### src/rtl/core/ckcb_pkg.sv
// Shared types and constants for the color keyed clipped blit engine.
// Item structs, register file layout and status/opcode names. No dependencies.
`default_nettype none

package ckcb_pkg;

   localparam int ADDR_BITS    = 20;
   localparam int COORD_BITS   = 16;
   localparam int CFG_BITS     = 10;
   localparam int COLOR_BITS   = 24;
   localparam int CSR_IDX_BITS = 3;
   localparam int EXT_BITS     = COORD_BITS + 2;

   localparam logic [CSR_IDX_BITS-1:0] CSR_CLIP_WIDTH    = 3'd0;
   localparam logic [CSR_IDX_BITS-1:0] CSR_CLIP_HEIGHT   = 3'd1;
   localparam logic [CSR_IDX_BITS-1:0] CSR_ORIGIN_X      = 3'd2;
   localparam logic [CSR_IDX_BITS-1:0] CSR_ORIGIN_Y      = 3'd3;
   localparam logic [CSR_IDX_BITS-1:0] CSR_SOURCE_HEIGHT = 3'd4;
   localparam logic [CSR_IDX_BITS-1:0] CSR_COLOR_KEY     = 3'd5;

   localparam logic [CFG_BITS-1:0]   RST_CLIP_WIDTH    = 10'd320;
   localparam logic [CFG_BITS-1:0]   RST_CLIP_HEIGHT   = 10'd240;
   localparam logic [CFG_BITS-1:0]   RST_SOURCE_HEIGHT = 10'd240;
   localparam logic [COLOR_BITS-1:0] RST_COLOR_KEY     = 24'hFF00FF;

   localparam logic OP_START = 1'b0;
   localparam logic OP_PIXEL = 1'b1;

   typedef enum logic [1:0] {
      STATUS_OK    = 2'd0,
      STATUS_EMPTY = 2'd1,
      STATUS_IDLE  = 2'd2
   } status_type;

   typedef struct packed {
      logic                          op;
      logic signed [COORD_BITS-1:0]  dest_x;
      logic signed [COORD_BITS-1:0]  dest_y;
      logic signed [COORD_BITS-1:0]  crop_x;
      logic signed [COORD_BITS-1:0]  crop_y;
      logic signed [COORD_BITS-1:0]  crop_w;
      logic signed [COORD_BITS-1:0]  crop_h;
      logic [COLOR_BITS-1:0]         src_pixel;
   } req_type;

   typedef struct packed {
      status_type             status;
      logic                   write_enable;
      logic [ADDR_BITS-1:0]   dst_addr;
      logic [COLOR_BITS-1:0]  pixel_out;
      logic [ADDR_BITS-1:0]   next_src_addr;
      logic                   last;
   } rsp_type;

   typedef struct packed {
      logic [CFG_BITS-1:0]   clip_width;
      logic [CFG_BITS-1:0]   clip_height;
      logic [CFG_BITS-1:0]   origin_x;
      logic [CFG_BITS-1:0]   origin_y;
      logic [CFG_BITS-1:0]   source_height;
      logic [COLOR_BITS-1:0] color_key;
   } cfg_type;

   // Outcome of clipping a start item
   typedef struct packed {
      logic                 ok;
      logic [CFG_BITS-1:0]  width;
      logic [CFG_BITS-1:0]  height;
      logic [ADDR_BITS-1:0] dst;
      logic [ADDR_BITS-1:0] src;
   } clip_type;

endpackage

`default_nettype wire

### src/rtl/core/ckcb_clip.sv
// Start item clipping: reject, edge clip, origin add and first pixel indices.
// Purely combinational; uses ckcb_pkg.
`default_nettype none

module ckcb_clip (
   input  var ckcb_pkg::req_type  item,
   input  var ckcb_pkg::cfg_type  cfg,
   output ckcb_pkg::clip_type     clip
);

   localparam int EB = ckcb_pkg::EXT_BITS;
   localparam int CB = ckcb_pkg::COORD_BITS;
   localparam int FB = ckcb_pkg::CFG_BITS;
   localparam int AB = ckcb_pkg::ADDR_BITS;

   logic signed [EB-1:0] x_e, y_e, cx_e, cy_e, w_e, h_e;
   logic signed [EB-1:0] cw_e, ch_e;
   logic signed [EB-1:0] sum_xw, sum_yh;
   logic                 reject;
   logic signed [CB-1:0] cx1, cy1, w1, h1, w2, h2;
   logic signed [EB-1:0] x1, y1, w1_e, h1_e, end_x, end_y;
   logic                 empty;
   logic [FB:0]          x_fin, y_fin;
   logic [AB-1:0]        ch_a, sh_a, h_a, cx_a, cy_a, dst_mul, src_mul;

   assign x_e  = EB'(item.dest_x);
   assign y_e  = EB'(item.dest_y);
   assign cx_e = EB'(item.crop_x);
   assign cy_e = EB'(item.crop_y);
   assign w_e  = EB'(item.crop_w);
   assign h_e  = EB'(item.crop_h);
   assign cw_e = $signed({{(EB-FB){1'b0}}, cfg.clip_width});
   assign ch_e = $signed({{(EB-FB){1'b0}}, cfg.clip_height});

   assign sum_xw = x_e + w_e;
   assign sum_yh = y_e + h_e;
   assign reject = (x_e > cw_e) || (y_e > ch_e) || sum_xw[EB-1] || sum_yh[EB-1];

   // Clip left and top edges; stored coordinates wrap to the coordinate width
   always_comb begin
      if (x_e[EB-1]) begin
         cx1 = CB'(cx_e - x_e);
         w1  = CB'(sum_xw);
         x1  = '0;
      end else begin
         cx1 = item.crop_x;
         w1  = item.crop_w;
         x1  = x_e;
      end
      if (y_e[EB-1]) begin
         cy1 = CB'(cy_e - y_e);
         h1  = CB'(sum_yh);
         y1  = '0;
      end else begin
         cy1 = item.crop_y;
         h1  = item.crop_h;
         y1  = y_e;
      end
   end

   // Clip right and bottom edges
   assign w1_e  = EB'(w1);
   assign h1_e  = EB'(h1);
   assign end_x = x1 + w1_e;
   assign end_y = y1 + h1_e;
   assign w2    = (end_x > cw_e) ? CB'(cw_e - x1) : w1;
   assign h2    = (end_y > ch_e) ? CB'(ch_e - y1) : h1;
   assign empty = w2[CB-1] || (w2 == '0) || h2[CB-1] || (h2 == '0);

   assign x_fin = {1'b0, x1[FB-1:0]} + {1'b0, cfg.origin_x};
   assign y_fin = {1'b0, y1[FB-1:0]} + {1'b0, cfg.origin_y};

   // Destination is column-major and flipped: column stride is the clip height
   assign ch_a    = AB'(cfg.clip_height);
   assign sh_a    = AB'(cfg.source_height);
   assign h_a     = AB'(h2[FB-1:0]);
   assign cx_a    = AB'(cx1);
   assign cy_a    = AB'(cy1);
   assign dst_mul = AB'(x_fin) * ch_a;
   assign src_mul = sh_a * cx_a;

   always_comb begin
      clip.ok     = !reject && !empty;
      clip.width  = w2[FB-1:0];
      clip.height = h2[FB-1:0];
      clip.dst    = ch_a - h_a - AB'(y_fin) + dst_mul;
      clip.src    = sh_a - cy_a - h_a + src_mul;
   end

endmodule

`default_nettype wire

### src/rtl/core/ckcb_walker.sv
// Blit walker: busy flag, row/column counters and source/destination pointers.
// Builds the result for each item; uses ckcb_pkg and the clip result.
`default_nettype none

module ckcb_walker (
   input  var logic               clock,
   input  var logic               reset,
   input  var logic               step,
   input  var ckcb_pkg::req_type  item,
   input  var ckcb_pkg::cfg_type  cfg,
   input  var ckcb_pkg::clip_type clip,
   output ckcb_pkg::rsp_type      rsp
);

   localparam int FB = ckcb_pkg::CFG_BITS;
   localparam int AB = ckcb_pkg::ADDR_BITS;

   logic          busy_ff, busy_in;
   logic [FB-1:0] col_count_ff, col_count_in;
   logic [FB-1:0] row_count_ff, row_count_in;
   logic [FB-1:0] width_ff, width_in;
   logic [FB-1:0] height_ff, height_in;
   logic [AB-1:0] dest_ptr_ff, dest_ptr_in;
   logic [AB-1:0] src_ptr_ff, src_ptr_in;

   logic [FB-1:0] row_inc, col_inc;
   logic [AB-1:0] dest_inc, src_inc;

   assign row_inc  = row_count_ff + 1'b1;
   assign col_inc  = col_count_ff + 1'b1;
   assign dest_inc = dest_ptr_ff + 1'b1;
   assign src_inc  = src_ptr_ff + 1'b1;

   always_comb begin
      busy_in      = busy_ff;
      col_count_in = col_count_ff;
      row_count_in = row_count_ff;
      width_in     = width_ff;
      height_in    = height_ff;
      dest_ptr_in  = dest_ptr_ff;
      src_ptr_in   = src_ptr_ff;
      rsp          = '0;
      if (step) begin
         if (item.op == ckcb_pkg::OP_START) begin
            // A start abandons any blit in progress
            busy_in = clip.ok;
            if (clip.ok) begin
               col_count_in      = '0;
               row_count_in      = '0;
               width_in          = clip.width;
               height_in         = clip.height;
               dest_ptr_in       = clip.dst;
               src_ptr_in        = clip.src;
               rsp.status        = ckcb_pkg::STATUS_OK;
               rsp.dst_addr      = clip.dst;
               rsp.next_src_addr = clip.src;
            end else begin
               rsp.status = ckcb_pkg::STATUS_EMPTY;
            end
         end else if (!busy_ff) begin
            rsp.status = ckcb_pkg::STATUS_IDLE;
         end else begin
            rsp.status       = ckcb_pkg::STATUS_OK;
            rsp.write_enable = (item.src_pixel != cfg.color_key);
            rsp.dst_addr     = dest_ptr_ff;
            rsp.pixel_out    = item.src_pixel;
            row_count_in     = row_inc;
            dest_ptr_in      = dest_inc;
            src_ptr_in       = src_inc;
            if (row_inc >= height_ff) begin
               // Column done: skip the rest of both column strides
               row_count_in = '0;
               col_count_in = col_inc;
               dest_ptr_in  = dest_inc + AB'(cfg.clip_height) - AB'(height_ff);
               src_ptr_in   = src_inc + AB'(cfg.source_height) - AB'(height_ff);
            end
            if (row_inc >= height_ff && col_inc >= width_ff) begin
               busy_in  = 1'b0;
               rsp.last = 1'b1;
            end else begin
               rsp.next_src_addr = src_ptr_in;
            end
         end
      end
   end

   always_ff @(posedge clock) begin
      if (reset) begin
         busy_ff      <= 1'b0;
         col_count_ff <= '0;
         row_count_ff <= '0;
         width_ff     <= '0;
         height_ff    <= '0;
         dest_ptr_ff  <= '0;
         src_ptr_ff   <= '0;
      end else begin
         busy_ff      <= busy_in;
         col_count_ff <= col_count_in;
         row_count_ff <= row_count_in;
         width_ff     <= width_in;
         height_ff    <= height_in;
         dest_ptr_ff  <= dest_ptr_in;
         src_ptr_ff   <= src_ptr_in;
      end
   end

   a_row_in_range: assert property (@(posedge clock) disable iff (reset)
      busy_ff |-> (row_count_ff < height_ff))
      else $error("row counter beyond clipped height");

   a_col_in_range: assert property (@(posedge clock) disable iff (reset)
      busy_ff |-> (col_count_ff < width_ff))
      else $error("column counter beyond clipped width");

   a_last_ends_blit: assert property (@(posedge clock) disable iff (reset)
      (step && rsp.last) |-> busy_ff ##1 !busy_ff)
      else $error("last pixel did not end the blit");

   a_idle_pixel: assert property (@(posedge clock) disable iff (reset)
      (step && item.op == ckcb_pkg::OP_PIXEL && !busy_ff) |=> !busy_ff)
      else $error("pixel item while idle changed busy");

endmodule

`default_nettype wire

### src/rtl/core/color_keyed_clipped_blit.sv
// Color keyed clipped blit address engine, top level.
// Item path: input register, then result register; clip, address multiply and pointer
// step sit in one stage between them. One item per cycle unless rsp_stall blocks results.
// Reset (synchronous) empties both registers, goes idle and loads the default registers.
// Depends on ckcb_pkg, ckcb_clip and ckcb_walker.
`default_nettype none

module color_keyed_clipped_blit (
   input  var logic                                   clock,
   input  var logic                                   reset,
   input  var logic                                   req_valid,
   output logic                                       req_stall,
   input  var ckcb_pkg::req_type                      req_item,
   output logic                                       rsp_valid,
   input  var logic                                   rsp_stall,
   output ckcb_pkg::rsp_type                          rsp_item,
   input  var logic                                   csr_we,
   input  var logic [ckcb_pkg::CSR_IDX_BITS-1:0]      csr_index,
   input  var logic [ckcb_pkg::COLOR_BITS-1:0]        csr_wdata
);

   localparam int FB = ckcb_pkg::CFG_BITS;

   logic               in_valid_ff, in_valid_in;
   ckcb_pkg::req_type  in_item_ff;
   logic               rsp_valid_ff, rsp_valid_in;
   ckcb_pkg::rsp_type  rsp_item_ff;
   ckcb_pkg::cfg_type  cfg_ff, cfg_in;
   ckcb_pkg::clip_type clip;
   ckcb_pkg::rsp_type  rsp_next;
   logic               advance, req_take;

   // Advance a held item when the result register is empty or being drained
   assign advance   = in_valid_ff && (!rsp_valid_ff || !rsp_stall);
   assign req_stall = in_valid_ff && !advance;
   assign req_take  = req_valid && !req_stall;

   assign in_valid_in  = req_take || (in_valid_ff && !advance);
   assign rsp_valid_in = advance || (rsp_valid_ff && rsp_stall);

   always_comb begin
      cfg_in = cfg_ff;
      if (csr_we) begin
         case (csr_index)
            ckcb_pkg::CSR_CLIP_WIDTH:    cfg_in.clip_width    = csr_wdata[FB-1:0];
            ckcb_pkg::CSR_CLIP_HEIGHT:   cfg_in.clip_height   = csr_wdata[FB-1:0];
            ckcb_pkg::CSR_ORIGIN_X:      cfg_in.origin_x      = csr_wdata[FB-1:0];
            ckcb_pkg::CSR_ORIGIN_Y:      cfg_in.origin_y      = csr_wdata[FB-1:0];
            ckcb_pkg::CSR_SOURCE_HEIGHT: cfg_in.source_height = csr_wdata[FB-1:0];
            ckcb_pkg::CSR_COLOR_KEY:     cfg_in.color_key     = csr_wdata;
            default: begin
            end
         endcase
      end
   end

   ckcb_clip u_clip (
      .item (in_item_ff),
      .cfg  (cfg_ff),
      .clip (clip)
   );

   ckcb_walker u_walker (
      .clock (clock),
      .reset (reset),
      .step  (advance),
      .item  (in_item_ff),
      .cfg   (cfg_ff),
      .clip  (clip),
      .rsp   (rsp_next)
   );

   always_ff @(posedge clock) begin
      if (reset) begin
         in_valid_ff            <= 1'b0;
         rsp_valid_ff           <= 1'b0;
         cfg_ff.clip_width      <= ckcb_pkg::RST_CLIP_WIDTH;
         cfg_ff.clip_height     <= ckcb_pkg::RST_CLIP_HEIGHT;
         cfg_ff.origin_x        <= '0;
         cfg_ff.origin_y        <= '0;
         cfg_ff.source_height   <= ckcb_pkg::RST_SOURCE_HEIGHT;
         cfg_ff.color_key       <= ckcb_pkg::RST_COLOR_KEY;
      end else begin
         in_valid_ff  <= in_valid_in;
         rsp_valid_ff <= rsp_valid_in;
         cfg_ff       <= cfg_in;
      end
   end

   // Payload registers hold while stalled
   always_ff @(posedge clock) begin
      if (req_take) begin
         in_item_ff <= req_item;
      end
      if (advance) begin
         rsp_item_ff <= rsp_next;
      end
   end

   assign rsp_valid = rsp_valid_ff;
   assign rsp_item  = rsp_item_ff;

   a_advance_fills: assert property (@(posedge clock) disable iff (reset)
      advance |=> rsp_valid_ff)
      else $error("advanced item did not reach the result register");

   a_stall_needs_item: assert property (@(posedge clock) disable iff (reset)
      req_stall |-> (in_valid_ff && rsp_valid_ff && rsp_stall))
      else $error("input stalled without a blocked item");

   a_no_loss: assert property (@(posedge clock) disable iff (reset)
      (in_valid_ff && !advance) |=> in_valid_ff)
      else $error("waiting item dropped from input register");

endmodule

`default_nettype wire
### config.mk
export PLATFORM = sky130hd
export DESIGN_NAME = color_keyed_clipped_blit
export DESIGN_NICKNAME = d
export VERILOG_FILES = /design/src/rtl/core/ckcb_pkg.sv /design/src/rtl/core/ckcb_clip.sv /design/src/rtl/core/ckcb_walker.sv /design/src/rtl/core/color_keyed_clipped_blit.sv
export SDC_FILE = /design/constraint.sdc
export NUM_CORES = 2
export LEC_CHECK = 0
export BUFFER_PORTS_ARGS = -buffer_cell sky130_fd_sc_hd__buf_4
export CORE_ASPECT_RATIO = 0.7
export CORE_MARGIN = 1.5
export CORE_UTILIZATION = 40
export CTS_CLUSTER_SIZE = 12
export DETAILED_ROUTE_END_ITERATION = 7
export PLACE_DENSITY_LB_ADDON = 0.1
export SYNTH_ARGS = -nofsm -noshare
export SYNTH_HDL_FRONTEND = slang
export SYNTH_SLANG_ARGS = --single-unit
### constraint.sdc
create_clock -name clock -period 35 [get_ports clock]
set_clock_uncertainty 0.15 [all_clocks]
set_input_delay 7 -clock clock [delete_from_list [all_inputs] [get_ports clock]]
set_output_delay 7 -clock clock [all_outputs]
set_load 0.005 [all_outputs]
### Word level (Yosys, flattened, before mapping)

Cells that the tools add are included.
Widths: inputs -> output; s select.

* input bits: 153
* logic and storage cells: 141
* output and inout bits: 70
* bits in registers: 346

* multipliers: 2
* $add $sub $neg: 24
* reductions and logical operators: 35
* bitwise operators: 1
* eq/ne operators: 8
* order comparisons: 6
* muxes and demuxes: 36

Operators with widths (count)
* $mux 20: 13
* $mux 16: 6
* $mux 10: 7
* $add 16x16->17: 4
* $mux 65: 1
* $sub 20x10->20: 3
* $add 20x1->20 const B: 2
* $add 20x10->20: 2
* $add 20x20->20: 2
* $gt 18x11->1: 2
* $gt 16x11->1: 2
* $logic_not 16->1: 2
* $sub 10x15->16: 2
* $sub 16x16->16: 2
* $mux 15: 2
* $ne 24x24->1: 1
* $add 10x10->11: 2
* $add 10x1->10 const B: 2
* $ge 10x10->1: 2
* $mul 11x10->20: 1
* $mul 11x16->20: 1
* $sub 20x11->20: 1
* $sub 11x16->17: 1
* $reduce_and 2->1: 7
* other kinds (15): 42

### Longest topological paths before layout

* depth after elaboration: 13
* mapped depth: 55
* mapped depth without buffers: 54

### Hierarchy

Synthesis repeated with hierarchy kept, for this count alone.

* cells, all modules: 4013
* area, all modules: 35838.1 sq um

Modules (own cells, without submodules)
* ckcb_clip: seq. area each 0.0 sq um, cells an instance 2381, area an instance 18589.1 sq um, times used 1
* color_keyed_clipped_blit: seq. area each 7196.9 sq um, cells an instance 483, area an instance 8714.6 sq um, times used 1
* ckcb_walker: seq. area each 1621.6 sq um, cells an instance 1149, area an instance 8534.4 sq um, times used 1

### Worst setup path before layout

No wires, ideal clock.

* path kind: in2out
* from: input port rsp_stall
* to: output port req_stall
* arrival time: 7173 ps
* slack: 20677 ps
* buffers on the path: 0
* stages on the path: 1
* required time: 27850 ps
* path through: and3_1

* cells in the longest elaborated chain, start to end: 5

RTL lines
* start: declaration: line color_keyed_clipped_blit.sv:15 `input var logic rsp_stall,`
* $logic_not 1->1: line color_keyed_clipped_blit.sv:34 `assign advance = in_valid_ff && (!rsp_valid_ff || !rsp_stall);`
* $logic_or 1x1->1: line color_keyed_clipped_blit.sv:34
* $logic_and 1x1->1: line color_keyed_clipped_blit.sv:34
* $logic_not 1->1: line color_keyed_clipped_blit.sv:35 `assign req_stall = in_valid_ff && !advance;`
* $logic_and 1x1->1: line color_keyed_clipped_blit.sv:35
* end: declaration: line color_keyed_clipped_blit.sv:12 `output logic req_stall,`

Every way passes these cells.

### Worst setup path in the final report

Ends and elaborated chain as after synthesis.

==> impl_summary.md <==
Run status
The run finished with clean final reports.

Logic synthesis
The gate count of the mapped netlist is 3899. The average cell area after synthesis is 8.946 um2. The number of synthesis warnings is 0. The net count of the mapped netlist is 4683. The cell area that synthesis handed to floorplanning was 34880 um2.

After synthesis the netlist holds a flip-flop and latch count of 346. The synthesized netlist contains 94 unique library cells. After synthesis, the share of flip-flops with an asynchronous set or reset is 0%. The number of enable flip-flop cells after synthesis is 189. For this run, the leading register cell type out of synthesis is edfxtp_1. After synthesis, flip-flops and latches occupy between 20% and 30% of the total area.

Setup path
STA classifies the critical path startpoint as an input port. STA classifies the critical path endpoint as an output pin. The type of the worst setup path is in -> out.

At the worst endpoint, the arrival time is 7.45 ns. The data required time of the worst path is 27.85 ns. The flop-to-flop setup slack is between 20 and 25 ns. The length in cells of the worst reg-to-reg path is 51. The maximum fanout encountered on the critical timing path is 3.

Die
The placeable core region is 86260 um2. In this run the horizontal extent of the chip is 356.0 um. The count of standard-cell rows is 90. The area of the die is 89010 um2.

From bottom edge to top edge, the die measures 250.1 um. The starting utilization of the core area is 40.44%. 223 I/O pins were placed.

Layout
The final layout contains 4872 nets. The fraction of final layout cells with drive strength greater than 1 is 9.784%. The area growth from synthesis to layout is 12.29%. The count of cells in the finished layout, fillers not included, comes to 5270.

Once layout is done, the placed cells without fillers occupy 39170 um2.

Power and ir drop
Summed over all cells, the static leakage comes to 0.01744 uW. The worst-case IR drop observed on VDD is 0.1477 mV. The design draws approximately 3200 uW.

For this design the ratio of total power to cell area is slightly above 80 nW/um2.

Place
After detailed placement, the total cell area comes to 37860 um2. The count of port buffers added during placement is 222. Counting tap cells, the placed design contains a total of 5195 instances. The detailed-placement wirelength estimate is 85.94 mm.

At the end of routability-driven placement, the weighted congestion stood at 0.8725.

Timing
For the pin with the worst max-slew slack, the measured transition is 1.140 ns. Measured against its own limit, the worst slew margin works out to between 20% and 30%. Setup repair after global routing left no endpoint under its margin. The max-slew violation count was 0. The worst hold slack after final layout is 0.3085 ns. The final critical-path share of the clock period is 41.71%. The number of endpoints failing setup at the final stage is 0. In the final timing run, aggregate negative setup slack is 0 ns.

Subtracting the final worst setup slack from the clock period gives between 10 and 15 ns. The number of endpoints with negative hold slack in the final report came to 0. The highest clock rate is 0.06849 GHz.

Clocking
The number of buffers on the longest clock path is 3. TritonCTS built the clock tree. In this run, CTS created clock tree buffers numbering 41.

The clock slew at the register clock pins of the worst setup and hold paths is 0.06 ns. The cell sitting at the root of the clock tree is a clkbuf_16. In this run the number of H-tree levels came out at 2. Clock tree synthesis found a total of 346 sinks.

The number of setup buffers added after CTS is 0. The post-cts hold buffer count is 0. The number of gates resized after CTS is 0. The clock reaches the later pin of the worst-skew pair after 0.62 ns.

GRT
The initial antenna violation count is 3. The maximum number of pins on one net before global-route repair is 70. The first-pass GRT wire length is 164.3 mm. The number of global-route vias before repair came to 26490. The total global routing track utilization is 24.13%.

The overflow left after global routing is 0.

Routing
The number of DRC violations after detailed routing is 0. Before antenna repair, the detailed router went through 5 iterations. The routed via count is 27830. Wires add up to 107.8 mm. The average via count per standard cell is 5.281. The wire length per cell is 20.45 um. The first routing iteration left 2285 violations. The number of nets with antenna violations after detailed routing is 0.

Worst hold path
The tightest min-delay check is of the reg -> reg type. The worst hold path depth is 2.

Flow run
The tool flagged a number of max-cap violations equal to 0.
## final timing paths
| kind | start | endpoint |
|---|---|---|
| max | rsp_stall | req_stall |
| min | cfg_ff[37]$_SDFFE_PP0P_ | cfg_ff[37]$_SDFFE_PP0P_ |
| max reg2reg | in_item_ff[88]$_DFFE_PP_ | u_walker.dest_ptr_ff[18]$_SDFFE_PP0P_ |
| min reg2reg | cfg_ff[37]$_SDFFE_PP0P_ | cfg_ff[37]$_SDFFE_PP0P_ |
## layout make-up
type	instances	area, um2
clock buffer	54	1116
timing repair buffer	266	1997
clock inverter	20	188.9
antenna	1	2.502
tap	1150	1439
sequential	346	8818
inverter	501	1882
fill	8485	47090
multi-input combinational	2932	23720
## cells in the final DEF, fill, tap and decap left out, types with 78 or more instances in the layout
| master | instances |
|---|---|
| nand2_1 | 513 |
| inv_1 | 498 |
| ha_1 | 355 |
| fa_1 | 276 |
| buf_4 | 266 |
| a21oi_1 | 219 |
| nor2_1 | 198 |
| edfxtp_1 | 189 |
| xnor2_1 | 174 |
| dfxtp_1 | 157 |
| o21ai_0 | 144 |
| nand3_1 | 94 |
| and2_1 | 90 |
| xor2_1 | 80 |
| a21o_1 | 78 |
## power by group
group / switching (uW) / leakage (uW) / internal, uW / total (uW)
Clock: 189 / 0.000639 / 241 / 430
Sequential: 22.9 / 0.00311 / 450 / 473
Combinational: 1460 / 0.0137 / 882 / 2340
Total: 1670 / 0.0174 / 1570 / 3240
## cell usage after synthesis (66+ instances only)
cell type,number,area [um2]
o21ai_0,145,725.7
dfxtp_1,157,3143
a21oi_1,219,1096
nand2_1,513,1926
inv_1,499,1873
mux2i_1,66,660.6
nand3_1,94,470.5
clkbuf_1,96,360.4
and2_1,90,563.0
a21o_1,78,585.6
fa_1,276,5525
ha_1,355,4442
nor2_1,198,743.2
xor2_1,80,700.7
xnor2_1,174,1524
edfxtp_1,189,5675
## registers in the layout, summed over array words and instances, names as in the netlist
signal,count
in_item_ff,121
cfg_ff,74
rsp_item,68
u_walker.dest_ptr_ff,20
u_walker.src_ptr_ff,20
u_walker.col_count_ff,10
u_walker.height_ff,10
u_walker.row_count_ff,10
u_walker.width_ff,10
in_valid_ff,1
rsp_valid,1
u_walker.busy_ff,1
## worst max-delay path, cell delays in order
cell and delay [ns]:
buf_4 0.09, and3_1 0.22, buf_4 0.14
## per-stage QoR
stage	util, %	setup WS (ns)
floorplan	-	20.68
detailed placement	43.89	20.40
global route	45.40	20.38
finish	45.41	20.40
global placement	43.89	20.40
CTS	45.40	20.40
## per-layer routing
| metal | track usage (%) | wire length, um | vias up |
|---|---|---|---|
| li1 | - | - | 13630 |
| met1 | 38.47 | 55930 | 13380 |
| met2 | 33.31 | 42540 | 726 |
| met3 | 4.233 | 7179 | 94 |
| met4 | 5.058 | 2128 | 2 |
| met5 | 0 | 11 | - |
## kinds of logic (layout without fill, tap and decap cells)
family          Yosys count  after routing  synth area share (%)
simple gates           1182           1182                 15.71
compound gates          783            783                 14.77
fa+ha+maj               631            631                 28.57
buf+inv                 621            841                 6.841
flops                   346            346                 25.28
xor+xnor                255            255                 6.442
mux                      81             81                 2.378
other cells               0              1                     0
No activity file was read; power rests on OpenSTA's default activity.
